**config.mk**
```make
export PLATFORM = sky130hd
export DESIGN_NAME = playfair_pair_substitution_unit
export DESIGN_NICKNAME = d
export VERILOG_FILES = /design/src/design/pfs_pkg.sv /design/src/design/playfair_pair_substitution_unit.sv /design/src/design/pfs_lane.sv /design/src/design/pfs_merge.sv
export SDC_FILE = /design/constraint.sdc
export NUM_CORES = 1
export LEC_CHECK = 0
export ABC_AREA = 1
export BUFFER_PORTS_ARGS = -buffer_cell sky130_fd_sc_hd__buf_4
export CAP_MARGIN = 20
export CORE_MARGIN = 5
export CORE_UTILIZATION = 55
export DETAILED_ROUTE_END_ITERATION = 6
export MAX_ROUTING_LAYER = met4
export PLACE_DENSITY = 0.73
export SETUP_SLACK_MARGIN = 0.02
export SLEW_MARGIN = 20
export SYNTH_ARGS = -nofsm -noshare
export SYNTH_HDL_FRONTEND = slang
export SYNTH_HIERARCHICAL = 1
export SYNTH_SLANG_ARGS = --single-unit
```
**constraint.sdc**
```tcl
create_clock -name i_clk -period 5.4 [get_ports i_clk]
set_input_delay 1.62 -clock i_clk [delete_from_list [all_inputs] [get_ports i_clk]]
set_output_delay 1.62 -clock i_clk [all_outputs]
set_load 0.01 [all_outputs]
```
**src/design/pfs_pkg.sv**
```systemverilog
// Shared types, constants and helper functions of the pair substitution unit.
// Has no dependencies; every design module imports it.
package pfs_pkg;

    localparam int GRID_SIDE = 5;
    localparam int CELLS     = GRID_SIDE * GRID_SIDE;
    localparam int LETTERS   = 26;
    localparam int LW        = 5;                  // letter width
    localparam int CW        = $clog2(CELLS);      // cell index width
    localparam int RW        = $clog2(GRID_SIDE);  // row and column width

    typedef enum logic [1:0] {
        CMD_KEY  = 2'd0,
        CMD_SEAL = 2'd1,
        CMD_PAIR = 2'd2,
        CMD_LONE = 2'd3
    } t_cmd;

    typedef enum logic [1:0] {
        ST_OK        = 2'd0,
        ST_PASS      = 2'd1,
        ST_DROP      = 2'd2,
        ST_NOTSEALED = 2'd3
    } t_status;

    typedef enum logic [1:0] {
        S_IDLE = 2'd0,
        S_LOOK = 2'd1,
        S_GRID = 2'd2,
        S_SEAL = 2'd3
    } t_state;

    // One write into the grid and into every copy of the position table.
    typedef struct packed {
        logic          en;
        logic [LW-1:0] letter;
        logic [CW-1:0] slot;
    } t_wr;

    // Row and column of one letter, as found by a lane.
    typedef struct packed {
        logic [RW-1:0] row;
        logic [RW-1:0] col;
    } t_lane;

    // Splits a cell index below 25 into row and column. The row is the index
    // times 13/64, which equals the index divided by five over that range.
    function automatic t_lane pos_split(input logic [CW-1:0] p);
        logic [9:0]    prod;
        logic [RW-1:0] row;
        logic [CW-1:0] col;
        t_lane         res;
        prod    = 10'(p) * 10'd13;
        row     = prod[8:6];
        col     = p - CW'(CW'(row) * CW'(GRID_SIDE));
        res.row = row;
        res.col = col[RW-1:0];
        return res;
    endfunction

    function automatic logic [CW-1:0] cell_index(input logic [RW-1:0] row,
                                                 input logic [RW-1:0] col);
        return CW'(CW'(row) * CW'(GRID_SIDE)) + CW'(col);
    endfunction

endpackage

```
**src/design/playfair_pair_substitution_unit.sv**
```systemverilog
// Playfair pair substitution unit. Key letters (a=0 .. z=25) fill a 5x5 grid
// one transaction at a time; a seal command walks all 26 letters, one per
// cycle, placing the unused ones in alphabetical order, and the one left over
// becomes the excluded letter. Every input transaction yields exactly one
// result transaction. Key letters, lone letters, seals of a sealed grid and
// pairs that pass unchanged are finished in the cycle they are taken. A
// substituted pair goes through a position lookup in two parallel lanes,
// then a two-port grid read. A seal of an open grid keeps the unit busy for
// the letter walk. A finished result waits in a pending register and then
// in the output register, so one more transaction can be finished while the
// output side is stalled. The input is stalled while the unit is busy or
// while the pending register holds a result.
module playfair_pair_substitution_unit import pfs_pkg::*; (
    input  logic          i_clk,
    input  logic          i_rst_n,
    input  logic          i_valid,
    output logic          o_stall,
    input  logic [1:0]    i_command,
    input  logic [LW-1:0] i_first_letter,
    input  logic [LW-1:0] i_second_letter,
    output logic          o_valid,
    input  logic          i_stall,
    output logic [LW-1:0] o_first_out,
    output logic [LW-1:0] o_second_out,
    output logic [1:0]    o_letter_count,
    output logic [1:0]    o_status
);

    // Control state.
    t_state              r_state, n_state;
    logic [LETTERS-1:0]  r_placed, n_placed;
    logic [CW-1:0]       r_fill, n_fill;
    logic                r_sealed, n_sealed;
    logic [LW-1:0]       r_excl, n_excl;
    logic [LW-1:0]       r_seal_idx, n_seal_idx;

    // The letters of the transaction in flight.
    logic [LW-1:0]       r_a, r_b;

    // Pending result and output register.
    logic                r_pend_valid;
    logic [LW-1:0]       r_pend_first, r_pend_second;
    logic [1:0]          r_pend_count;
    t_status             r_pend_status;
    logic                pend_load;
    logic [LW-1:0]       n_pend_first, n_pend_second;
    logic [1:0]          n_pend_count;
    t_status             n_pend_status;

    logic                r_out_valid;
    logic [LW-1:0]       r_out_first, r_out_second;
    logic [1:0]          r_out_count;
    t_status             r_out_status;

    t_cmd                cmd;
    logic                in_acc;
    logic                out_free;
    logic                pair_pass;
    logic                a_ok;
    logic [LETTERS-1:0]  placed_base;
    logic [CW-1:0]       fill_base;
    t_wr                 wr;
    t_lane               lane_a, lane_b;
    logic                swap;
    logic [LW-1:0]       cell_a, cell_b;

    assign cmd      = t_cmd'(i_command);
    assign o_stall  = (r_state != S_IDLE) || r_pend_valid;
    assign in_acc   = i_valid && !o_stall;
    assign out_free = !r_out_valid || !i_stall;
    assign a_ok     = i_first_letter < LW'(LETTERS);

    // A pair passes unchanged when it holds an invalid letter, the excluded
    // letter, or the same letter twice.
    assign pair_pass = !a_ok || (i_second_letter >= LW'(LETTERS)) ||
                       (i_first_letter == r_excl) || (i_second_letter == r_excl) ||
                       (i_first_letter == i_second_letter);

    // A key letter after sealing starts over from an empty grid.
    assign placed_base = r_sealed ? '0 : r_placed;
    assign fill_base   = r_sealed ? '0 : r_fill;

    // Two lanes look up the positions of both letters side by side.
    pfs_lane u_lane_a (
        .i_clk    (i_clk),
        .i_wr     (wr),
        .i_letter (i_first_letter),
        .o_pos    (lane_a)
    );

    pfs_lane u_lane_b (
        .i_clk    (i_clk),
        .i_wr     (wr),
        .i_letter (i_second_letter),
        .o_pos    (lane_b)
    );

    pfs_merge u_merge (
        .i_clk    (i_clk),
        .i_wr     (wr),
        .i_lane_a (lane_a),
        .i_lane_b (lane_b),
        .o_swap   (swap),
        .o_cell_a (cell_a),
        .o_cell_b (cell_b)
    );

    // Next state.
    always_comb begin
        n_state = r_state;
        unique case (r_state)
            S_IDLE: begin
                if (in_acc) begin
                    unique case (cmd)
                        CMD_KEY:  n_state = S_IDLE;
                        CMD_SEAL: n_state = r_sealed ? S_IDLE : S_SEAL;
                        CMD_PAIR: n_state = (r_sealed && !pair_pass) ? S_LOOK : S_IDLE;
                        CMD_LONE: n_state = S_IDLE;
                    endcase
                end
            end
            S_LOOK: n_state = S_GRID;
            S_GRID: n_state = S_IDLE;
            S_SEAL: n_state = (r_seal_idx == LW'(LETTERS - 1)) ? S_IDLE : S_SEAL;
        endcase
    end

    // Table updates and results.
    always_comb begin
        n_placed      = r_placed;
        n_fill        = r_fill;
        n_sealed      = r_sealed;
        n_excl        = r_excl;
        n_seal_idx    = r_seal_idx;
        wr            = '0;
        pend_load     = 1'b0;
        n_pend_first  = '0;
        n_pend_second = '0;
        n_pend_count  = 2'd0;
        n_pend_status = ST_OK;
        unique case (r_state)
            S_IDLE: begin
                if (in_acc) begin
                    unique case (cmd)
                        CMD_KEY: begin
                            pend_load = 1'b1;
                            n_sealed  = 1'b0;
                            n_placed  = placed_base;
                            n_fill    = fill_base;
                            if (!a_ok || placed_base[i_first_letter] ||
                                (fill_base >= CW'(CELLS))) begin
                                n_pend_status = ST_DROP;
                            end else begin
                                wr.en     = 1'b1;
                                wr.letter = i_first_letter;
                                wr.slot   = fill_base;
                                n_placed[i_first_letter] = 1'b1;
                                n_fill    = fill_base + CW'(1);
                            end
                        end
                        CMD_SEAL: begin
                            if (r_sealed) begin
                                pend_load = 1'b1;
                            end else begin
                                n_seal_idx = '0;
                            end
                        end
                        CMD_PAIR: begin
                            if (!r_sealed) begin
                                pend_load     = 1'b1;
                                n_pend_status = ST_NOTSEALED;
                            end else if (pair_pass) begin
                                pend_load     = 1'b1;
                                n_pend_first  = i_first_letter;
                                n_pend_second = i_second_letter;
                                n_pend_count  = 2'd2;
                                n_pend_status = ST_PASS;
                            end
                        end
                        CMD_LONE: begin
                            pend_load     = 1'b1;
                            n_pend_first  = i_first_letter;
                            n_pend_count  = 2'd1;
                            n_pend_status = ST_PASS;
                        end
                    endcase
                end
            end
            S_LOOK: begin
            end
            S_GRID: begin
                pend_load     = 1'b1;
                n_pend_first  = swap ? r_b : cell_a;
                n_pend_second = swap ? r_a : cell_b;
                n_pend_count  = 2'd2;
                n_pend_status = ST_OK;
            end
            S_SEAL: begin
                if (!r_placed[r_seal_idx]) begin
                    if (r_fill < CW'(CELLS)) begin
                        wr.en     = 1'b1;
                        wr.letter = r_seal_idx;
                        wr.slot   = r_fill;
                        n_placed[r_seal_idx] = 1'b1;
                        n_fill    = r_fill + CW'(1);
                    end else begin
                        // Exactly one letter finds no free cell.
                        n_excl = r_seal_idx;
                    end
                end
                n_seal_idx = r_seal_idx + LW'(1);
                if (r_seal_idx == LW'(LETTERS - 1)) begin
                    n_sealed  = 1'b1;
                    pend_load = 1'b1;
                end
            end
        endcase
    end

    always_ff @(posedge i_clk) begin
        if (!i_rst_n) begin
            r_state      <= S_IDLE;
            r_placed     <= '0;
            r_fill       <= '0;
            r_sealed     <= 1'b0;
            r_excl       <= '0;
            r_seal_idx   <= '0;
            r_pend_valid <= 1'b0;
            r_out_valid  <= 1'b0;
        end else begin
            r_state    <= n_state;
            r_placed   <= n_placed;
            r_fill     <= n_fill;
            r_sealed   <= n_sealed;
            r_excl     <= n_excl;
            r_seal_idx <= n_seal_idx;
            if (pend_load) begin
                r_pend_valid <= 1'b1;
            end else if (r_pend_valid && out_free) begin
                r_pend_valid <= 1'b0;
            end
            if (r_pend_valid && out_free) begin
                r_out_valid <= 1'b1;
            end else if (!i_stall) begin
                r_out_valid <= 1'b0;
            end
        end
    end

    // Payload registers carry no reset.
    always_ff @(posedge i_clk) begin
        if (in_acc) begin
            r_a <= i_first_letter;
            r_b <= i_second_letter;
        end
        if (pend_load) begin
            r_pend_first  <= n_pend_first;
            r_pend_second <= n_pend_second;
            r_pend_count  <= n_pend_count;
            r_pend_status <= n_pend_status;
        end
        if (r_pend_valid && out_free) begin
            r_out_first  <= r_pend_first;
            r_out_second <= r_pend_second;
            r_out_count  <= r_pend_count;
            r_out_status <= r_pend_status;
        end
    end

    assign o_valid        = r_out_valid;
    assign o_first_out    = r_out_first;
    assign o_second_out   = r_out_second;
    assign o_letter_count = r_out_count;
    assign o_status       = r_out_status;

endmodule

```
**src/design/pfs_lane.sv**
```systemverilog
// One lookup lane: a private copy of the letter position table and the
// split of the found cell index into row and column. Uses pfs_pkg.
module pfs_lane import pfs_pkg::*; (
    input  logic          i_clk,
    input  t_wr           i_wr,
    input  logic [LW-1:0] i_letter,
    output t_lane         o_pos
);

    logic [CW-1:0] r_pos_mem [LETTERS];
    logic [CW-1:0] r_rd;

    always_ff @(posedge i_clk) begin
        if (i_wr.en) begin
            r_pos_mem[i_wr.letter] <= i_wr.slot;
        end
        r_rd <= r_pos_mem[i_letter];
    end

    assign o_pos = pos_split(r_rd);

endmodule

```
**src/design/pfs_merge.sv**
```systemverilog
// Merging stage: compares the two lanes, forms the rectangle corner
// addresses and reads the letter grid at both. Uses pfs_pkg.
module pfs_merge import pfs_pkg::*; (
    input  logic          i_clk,
    input  t_wr           i_wr,
    input  t_lane         i_lane_a,
    input  t_lane         i_lane_b,
    output logic          o_swap,
    output logic [LW-1:0] o_cell_a,
    output logic [LW-1:0] o_cell_b
);

    logic [LW-1:0] r_grid_mem [CELLS];
    logic [CW-1:0] addr_a;
    logic [CW-1:0] addr_b;

    // Each letter moves to its own row and the partner's column.
    assign addr_a = cell_index(i_lane_a.row, i_lane_b.col);
    assign addr_b = cell_index(i_lane_b.row, i_lane_a.col);

    always_ff @(posedge i_clk) begin
        if (i_wr.en) begin
            r_grid_mem[i_wr.slot] <= i_wr.letter;
        end
        o_cell_a <= r_grid_mem[addr_a];
        o_cell_b <= r_grid_mem[addr_b];
        o_swap   <= (i_lane_a.row == i_lane_b.row) || (i_lane_a.col == i_lane_b.col);
    end

endmodule

```
# ---- Word level (Yosys, flattened, before mapping)
# Memories as Yosys holds them, arrays and structs flattened. A register that Yosys moved wholly into a read port is not among the register bits.
# Cells that the tools add are included.
dict set report totals {
  register_bits 85
  ramBits 385
  out_inout_bits 16
  mem_count 3
}
# name depth width read_ports rd_ports_with_merged_regs write_ports line_no
set mem_list {}
lappend mem_list {u_lane_a.r_pos_mem 26 5 1 1 1 pfs_lane.sv:10} ;# logic [CW-1:0] r_pos_mem [LETTERS];
lappend mem_list {u_lane_b.r_pos_mem 26 5 1 1 1 pfs_lane.sv:10}
lappend mem_list {u_merge.r_grid_mem 25 5 2 2 1 pfs_merge.sv:13} ;# logic [LW-1:0] r_grid_mem [CELLS];
dict set report classes {
  n_addsub 7
  n_mul 4
  magnitude_cmp 8
  eq_ne 20
  n_mux 76
  bitwise_logic 4
  reduce_logical 30
}
# cell n
set ops {}
lappend ops {{two-way mux 26 bit} 6}
lappend ops {{two-way mux 5 bit} 18}
lappend ops {{two-way mux 11 bit} 5}
lappend ops {{bitwise OR 26 bit} 2}
lappend ops {{one-hot mux 26 bit (2 select lines)} 1}
lappend ops {{one-hot mux 5 bit (2 select lines)} 5}
lappend ops {{one-hot mux 11 bit (2 select lines)} 1}
lappend ops {{two-way mux 1 bit} 20}
lappend ops {{multiplier 5 x 4 -> 9 bit, second input constant} 2}
lappend ops {{two-way mux 2 bit} 8}
lappend ops {{adder 5 x 1 -> 5 bit, second input constant} 3}
lappend ops {{== test 5 bit} 3}
lappend ops {{< comparator 5 x 6 -> 1 bit, second input constant} 2}
lappend ops {{one-hot mux 2 bit (3 select lines)} 2}
lappend ops {{adder 5 x 3 -> 5 bit} 2}
lappend ops {{binary-select mux 1 bit (select 5 bit)} 2}
lappend ops {{demux 1 bit (select 5 bit)} 2}
lappend ops {{>= comparator 5 x 1 -> 1 bit, second input constant} 2}
lappend ops {{>= comparator 5 bit, second input constant} 2}
lappend ops {{< comparator 5 bit, second input constant} 2}
lappend ops {{multiplier 3 x 3 -> 5 bit, second input constant} 2}
lappend ops {{!= test 2 bit, second input constant} 5}
lappend ops {{logical OR 1 bit} 9}
lappend ops {{== test 2 bit, second input constant} 4}
lappend ops {{other kinds (19)} 39}

# ---- Longest topological paths before layout
# Gate-level depths: netlist of the first run.
dict set report depth {
  word_depth 12
  depth_mapped 27
  mapped_depth_nobuf 26
}

# ---- Cells and area by module
# Netlist of the first run, hierarchy kept.
# mod instances cells_each area_per_inst_um2 seq_area_each_um2
set modules_own_cells {}
lappend modules_own_cells {pfs_lane 2 580 6087.1 4003.8}
lappend modules_own_cells {pfs_merge 1 882 7490.9 3973.8}
lappend modules_own_cells {playfair_pair_substitution_unit 1 858 5923.2 2062.0}

# ---- Least setup slack after synthesis of the first run
# Ideal clock, no wire load.
dict set report synth_timing {
  path_type {in2reg}
  start {in i_first_letter[0]}
  end {mem u_merge.r_grid_mem[11][0] (enable)}
  arrival_ns 5.199
  slack_ns -0.142
  cell_stages 16
  n_path_buf 2
  path_cell_list {buf_4 > nand2_2 > inv_2 > buf_6 > nand2_1 > nand4_1 > nand2_2 > nand2_2 > nor2_4 > nand2_4 > inv_1 > ha_1 > nand2_1 > a21oi_1 > nand3_1 > nor2_1}
}
# item line_no
set synth_lines {}
lappend synth_lines {{from (decl)} playfair_pair_substitution_unit.sv:19} ;# input logic [LW-1:0] i_first_letter,
lappend synth_lines {{to (decl)} pfs_merge.sv:13}

==> run summary, run 1 <==
status - finished clean
Max-Cap Viols - 0
largest net degree at the start of global routing - 71
DR WL/cell - 18.6 um
Tmin final - 5.01 ns
Via Count - 20112
arrival time at the worst endpoint - 5.52 ns
clock tree root buffer cell - clkbuf_16
crit path buf inv count - 3
die area - 0.0509 sq mm
clk_skew - 0.0204 ns
Die Wd - 226 um
Util after Layout - 59.7%
Initial Util - 55.3%
DRT Wirelength - 65.6 mm
LEAKAGE - 0.0116 uW
CTS tree - yes
Seq cells post-synth - 490
GPL Wtd Cong - 0.957
Rel. slew slack - 27.8%
worst vdd ir - 0.00105 V
RSZ-0062 raised after global routing - false
Period Utilization, post-route - 92.9%
Detail Route Antenna Nets - 0
Area contributors post-synth - edfxtp_1 50%, nand2_1 13%, nand3_1 8.7%, dfxtp_1 5.2%, inv_1 4.3%
H-tree depth - 2
Nets - 2971
final hold violations - 0
post-synth net total - 2981
Initial DRT Pass Iterations - 7
CTS sink cnt - 490
Hold Crit Class - flop to flop
clk_lat worst skew - 0.61 ns
commonest non-fill, non-tap cell in the layout - nand2_1
post-synth top area share - 49.6%
Yosys cell types - 47
share of flip-flops with an asynchronous set or reset - 0%
crit-path max FO - 15
Yosys warnings - 6
mean post-synth cell area - 8.82 sq um
post-detail-place hpwl - 43.0 mm
IO Pins - 32
Area Growth Syn to Fin - 7.86%
most used cell, CP - nand2_1
CTS Hold Buffers Added - 0
initial antenna violation count - 1
Syn Std Cell Area - 0.0256 sq mm
WHS - 0.424 ns
Setup crit end kind - flop
power per cell area - 642 mW/mm^2
critical path class - flop to flop
Top Family by Delay on Critical Path - adder cells
Via density - 5.69
setup bufs post-CTS - 0
First DRT Iteration DRCs - 2715
total CTS buffers - 50
IO buf count - 31
first-pass GRT wire length - 103 mm
TNS Setup - 0 ns
worst endpoint required time - 5.90 ns
vias in the first global route - 18947
clk buf depth - 3
commonest cells after routing, fill and taps aside - 877 x nand2_1, 444 x nand3_1, 423 x edfxtp_1
Final setup viols - 0
cells after synthesis - 2900
core area - 0.0463 sq mm
FMAX - 0.199 GHz
Worst setup SP type - flop
DRC Markers - 0
post_cts resized - 0
die height - 226 um
critical path's slowest cell - fa_1
dominant synthesized flop cell - edfxtp_1
cell taking the most area after synthesis - edfxtp_1
Post-synth EDFFs - 423
final slew viol count - 0
share of cells above drive strength 1 - 8.79%
GR Overflow Total - 0
worst slew pin tran - 1.08 ns
delay of the slowest critical-path stage - 0.51 ns
Tot GR Track Use - 26.2%
Seq/Total Area, Yosys - 54.9%
Clk pin slew, worst setup/hold paths - 0.06 ns
FP Rows - 79
==> power by group <==
part / switching, uW / internal, uW / total (uW) / leakage (uW)
Sequential: 129 / 4420 / 4550 / 0.00460
Combinational: 6730 / 2970 / 9700 / 0.00624
Clock: 1480 / 1990 / 3470 / 0.000792
Total: 8330 / 9390 / 17700 / 0.0116
==> final cells by class <==
cell class                      count  area [sq um]
Clock buffer                       54          1270
Inverter                          345          1300
Tap cell                          607           759
Sequential cell                   490         14000
Timing Repair Buffer               79           606
Antenna cell                        1          2.50
Fill cell                        3935         18700
Clock inverter                     33           369
Multi-Input combinational cell   1924          9250
==> metal layers <==
layer / share of wire [%] / vias up / global-route usage, %
met2: 46 / 996 / 40.2
met5: 0 / - / -
met3: 9.2 / 170 / 4.91
met1: 42 / 9406 / 35.7
met4: 3.2 / 0 / 8.55
li1: - / 9540 / -
==> cell families after synthesis <==
logic type	count (synthesis)	share of synthesized area (%)
flops	490	54.9
fa+ha+maj	65	3.35
buf+inv	486	9.26
xor+xnor	23	0.787
simple gates	1636	27.4
compound gates	200	4.33
==> final timing paths <==
kind	startpoint	end	slack [ns]	depth (start not counted)
setup / recovery	u_lane_a/r_rd[2]	u_merge/o_cell_b[4]	0.39	25
hold / removal	r_pend_second[1]	o_second_out[1]	0.42	0
setup reg to reg	u_lane_a/r_rd[2]	u_merge/o_cell_b[4]	0.39	25
hold reg to reg	r_pend_second[1]	o_second_out[1]	0.42	0
==> synth_stat cells (all sizes together), types with 10 or more instances <==
cell type	n
nand2	887
nand3	445
edfxtp	423
inv	344
nor2	239
o21ai	126
buf	112
dfxtp	67
ha	59
a21oi	45
nand4	36
clkbuf	29
nor3	19
xor2	13
o211ai	12
o22ai	11
xnor2	10
==> metrics by stage <==
step | total power (uW) | instance area [sq um] | std cells | worst slack (ns)
after CTS | 17600 | 27600 | 3530 | 0.406
after detailed placement | 14100 | 25900 | 3443 | 0.435
after global placement | 14100 | 25900 | 3443 | 0.614
after global routing | 18900 | 27600 | 3533 | 0.0393
after floorplan | 11900 | 25600 | 2900 | 0.199
final | 17700 | 27600 | 3533 | 0.386
==> flip-flops by register name, indices dropped and copies added, names as in the netlist, 26 cells and up <==
name / count
u_lane_a/r_pos_mem: 130
u_lane_b/r_pos_mem: 130
r_placed: 26
u_merge/r_grid_mem: 125
No activity file was read; power rests on OpenSTA's default activity.
==> inputs of run 2 (changes only) <==
--- a/config.mk
+++ b/config.mk
@@ -9,10 +9,11 @@
 export BUFFER_PORTS_ARGS = -buffer_cell sky130_fd_sc_hd__buf_4
 export CAP_MARGIN = 20
 export CORE_MARGIN = 5
-export CORE_UTILIZATION = 55
+export CORE_UTILIZATION = 50
+export CTS_CLUSTER_DIAMETER = 80
 export DETAILED_ROUTE_END_ITERATION = 6
 export MAX_ROUTING_LAYER = met4
-export PLACE_DENSITY = 0.73
+export PLACE_DENSITY = 0.67
 export SETUP_SLACK_MARGIN = 0.02
 export SLEW_MARGIN = 20
 export SYNTH_ARGS = -nofsm -noshare
==> run summary, run 2 (synthesized netlist as in run 1, its figures left out) <==
failing checks - DRC
dpl cells - 3516 (+2.1%)
GR Overflow Total - 0 (unchanged)
Initial Util - 50.2% (-5.1 points)
H-tree depth - 2 (unchanged)
Die Wd - 236 um (+4.7%)
crit-path max FO - 15 (unchanged)
die area - 0.0558 sq mm (+9.5%)
status - complete, but fails checks
Cell Count, Final, Fillers Out - 3615 (+2.3%)
Area Growth Syn to Fin - 8.89%
die height - 236 um (+4.7%)
final hold violations - 0 (unchanged)
Nets - 2973 (+0.067%)
Max-Cap Viols - 0 (unchanged)
worst vdd ir - 0.00117 V (+12%)
Clk pin slew, worst setup/hold paths - 0.06 ns (about the same)
critical path class - flop to flop
Worst setup SP type - flop
CTS sink cnt - 490 (unchanged)
top flop regs - u_lane_a/r_pos_mem x130, u_lane_b/r_pos_mem x130, u_merge/r_grid_mem x125
worst endpoint required time - 5.94 ns (+0.04 ns)
Setup crit end kind - flop
Via Count - 19968 (-0.72%)
Tmin final - 5.13 ns (+0.119 ns)
DR WL/cell - 18.6 um (+0.34%)
arrival time at the worst endpoint - 5.68 ns (+0.16 ns)
Rel. slew slack - 27.2% (-0.57 points)
total CTS buffers - 53 (+6.0%)
largest net degree at the start of global routing - 73 (+2.8%)
clk_skew - 0.0181 ns (-0.00226 ns)
clk buf depth - 3 (unchanged)
final slew viol count - 0 (unchanged)
share of cells above drive strength 1 - 9.20% (+0.41 points)
Period Utilization, post-route - 95.1% (+2.2 points)
FMAX - 0.195 GHz (-2.3%)
vias in the first global route - 19084 (+0.72%)
post-detail-place hpwl - 43.7 mm (+1.8%)
TNS Setup - 0 ns (unchanged)
first-pass GRT wire length - 106 mm (+2.3%)
commonest non-fill, non-tap cell in the layout - nand2_1
CTS tree - yes
commonest cells after routing, fill and taps aside - 877 x nand2_1, 444 x nand3_1, 423 x edfxtp_1
Via density - 5.52 (-3.0%)
DRC Markers - 1 (+1)
clock tree root buffer cell - clkbuf_16
Final setup viols - 0 (unchanged)
IO buf count - 31 (unchanged)
Hold Crit Class - flop to flop
Tot GR Track Use - 24.2% (-2.1 points)
worst slew pin tran - 1.09 ns (+0.00846 ns)
GPL Wtd Cong - 0.920 (-3.9%)
core area - 0.0510 sq mm (+10%)
power per cell area - 657 mW/mm^2 (+2.3%)
Util after Layout - 54.6% (-5.0 points)
IO Pins - 32 (unchanged)
DRT Wirelength - 67.4 mm (+2.7%)
RSZ-0062 raised after global routing - false
First DRT Iteration DRCs - 2120 (-22%)
initial antenna violation count - 0 (-1)
LEAKAGE - 0.0117 uW (+0.62%)
Initial DRT Pass Iterations - 7 (unchanged)
Detail Route Antenna Nets - 0 (unchanged)
Antenna Diode Count - 0 (-1)
FP Rows - 83 (+5.1%)
clk_lat worst skew - 0.60 ns (about the same)
==> run 2: power by group <==
| part | internal (uW) | switching [uW] |
|---|---|---|
| combinational | 3080 | 6960 |
| clock | 2200 | 1520 |
| sequential | 4420 | 120 |
| total | 9710 | 8600 |
==> run 2: what timing repair did <==
| item | CTS | global route |
|---|---|---|
| setup endpoints to repair | 0 | 10 |
| gates resized for setup | 0 | 2 |
| hold buffers | 0 | 0 |
| buffers inserted | 0 | 1 |
==> run 2: final cells by class <==
type                            count  area [sq um]
Timing Repair Buffer               78           598
Fill cell                        4577         23100
Multi-Input combinational cell   1924          9260
Inverter                          345          1310
Sequential cell                   490         14000
Clock buffer                       60          1360
Tap cell                          680           851
Clock inverter                     38           440
==> run 2: stage by stage <==
stage	hold WS [ns]	power [uW]	setup WS, ns	instance area [sq um]
after floorplan	0.400	11900	0.199	25600
after global placement	0.403	14300	0.305	26000
after detailed placement	0.406	14300	0.227	26000
after CTS	0.418	18100	0.223	27800
after global routing	0.427	19500	0.0337	27900
final	0.413	18300	0.267	27900
==> run 2: worst paths after layout <==
check / startpoint / slack (ns) / endpoint / cells after the start
worst max-delay path: u_lane_b/r_rd[2] / 0.27 / u_merge/o_cell_a[1] / 25
worst min-delay path: r_pend_status[1] / 0.41 / o_status[1] / 0
worst max register to register: u_lane_b/r_rd[2] / 0.27 / u_merge/o_cell_a[1] / 25
worst min register to register: r_pend_status[1] / 0.41 / o_status[1] / 0
==> run 2: layer usage <==
metal	wire length (um)	global-route usage (%)	part of all wire [%]
met5	0	-	0
met4	1700	6.61	2.5
met3	5070	3.33	7.5
met2	31000	37.9	46
met1	29600	33.5	44
==> run 2: worst max-delay path, cell delays in order, from the launching register on <==
cell	delay, ns
dfxtp_1	0.42
ha_1	0.29
fa_1	0.40
ha_1	0.33
nand2_1	0.09
nand2_1	0.07
inv_1	0.09
nand2_1	0.08
nand2_1	0.10
nand2_1	0.15
nand2_1	0.10
o21ai_1	0.08
fa_1	0.41
xnor2_1	0.17
nand3b_1	0.15
nand2_1	0.06
nand2_1	0.05
nand2_1	0.08
ha_1	0.36
fa_1	0.62
clkinvlp_4	0.35
nand3_1	0.21
nand3_1	0.16
nand2_1	0.10
nand2_1	0.07
nand2_1	0.06
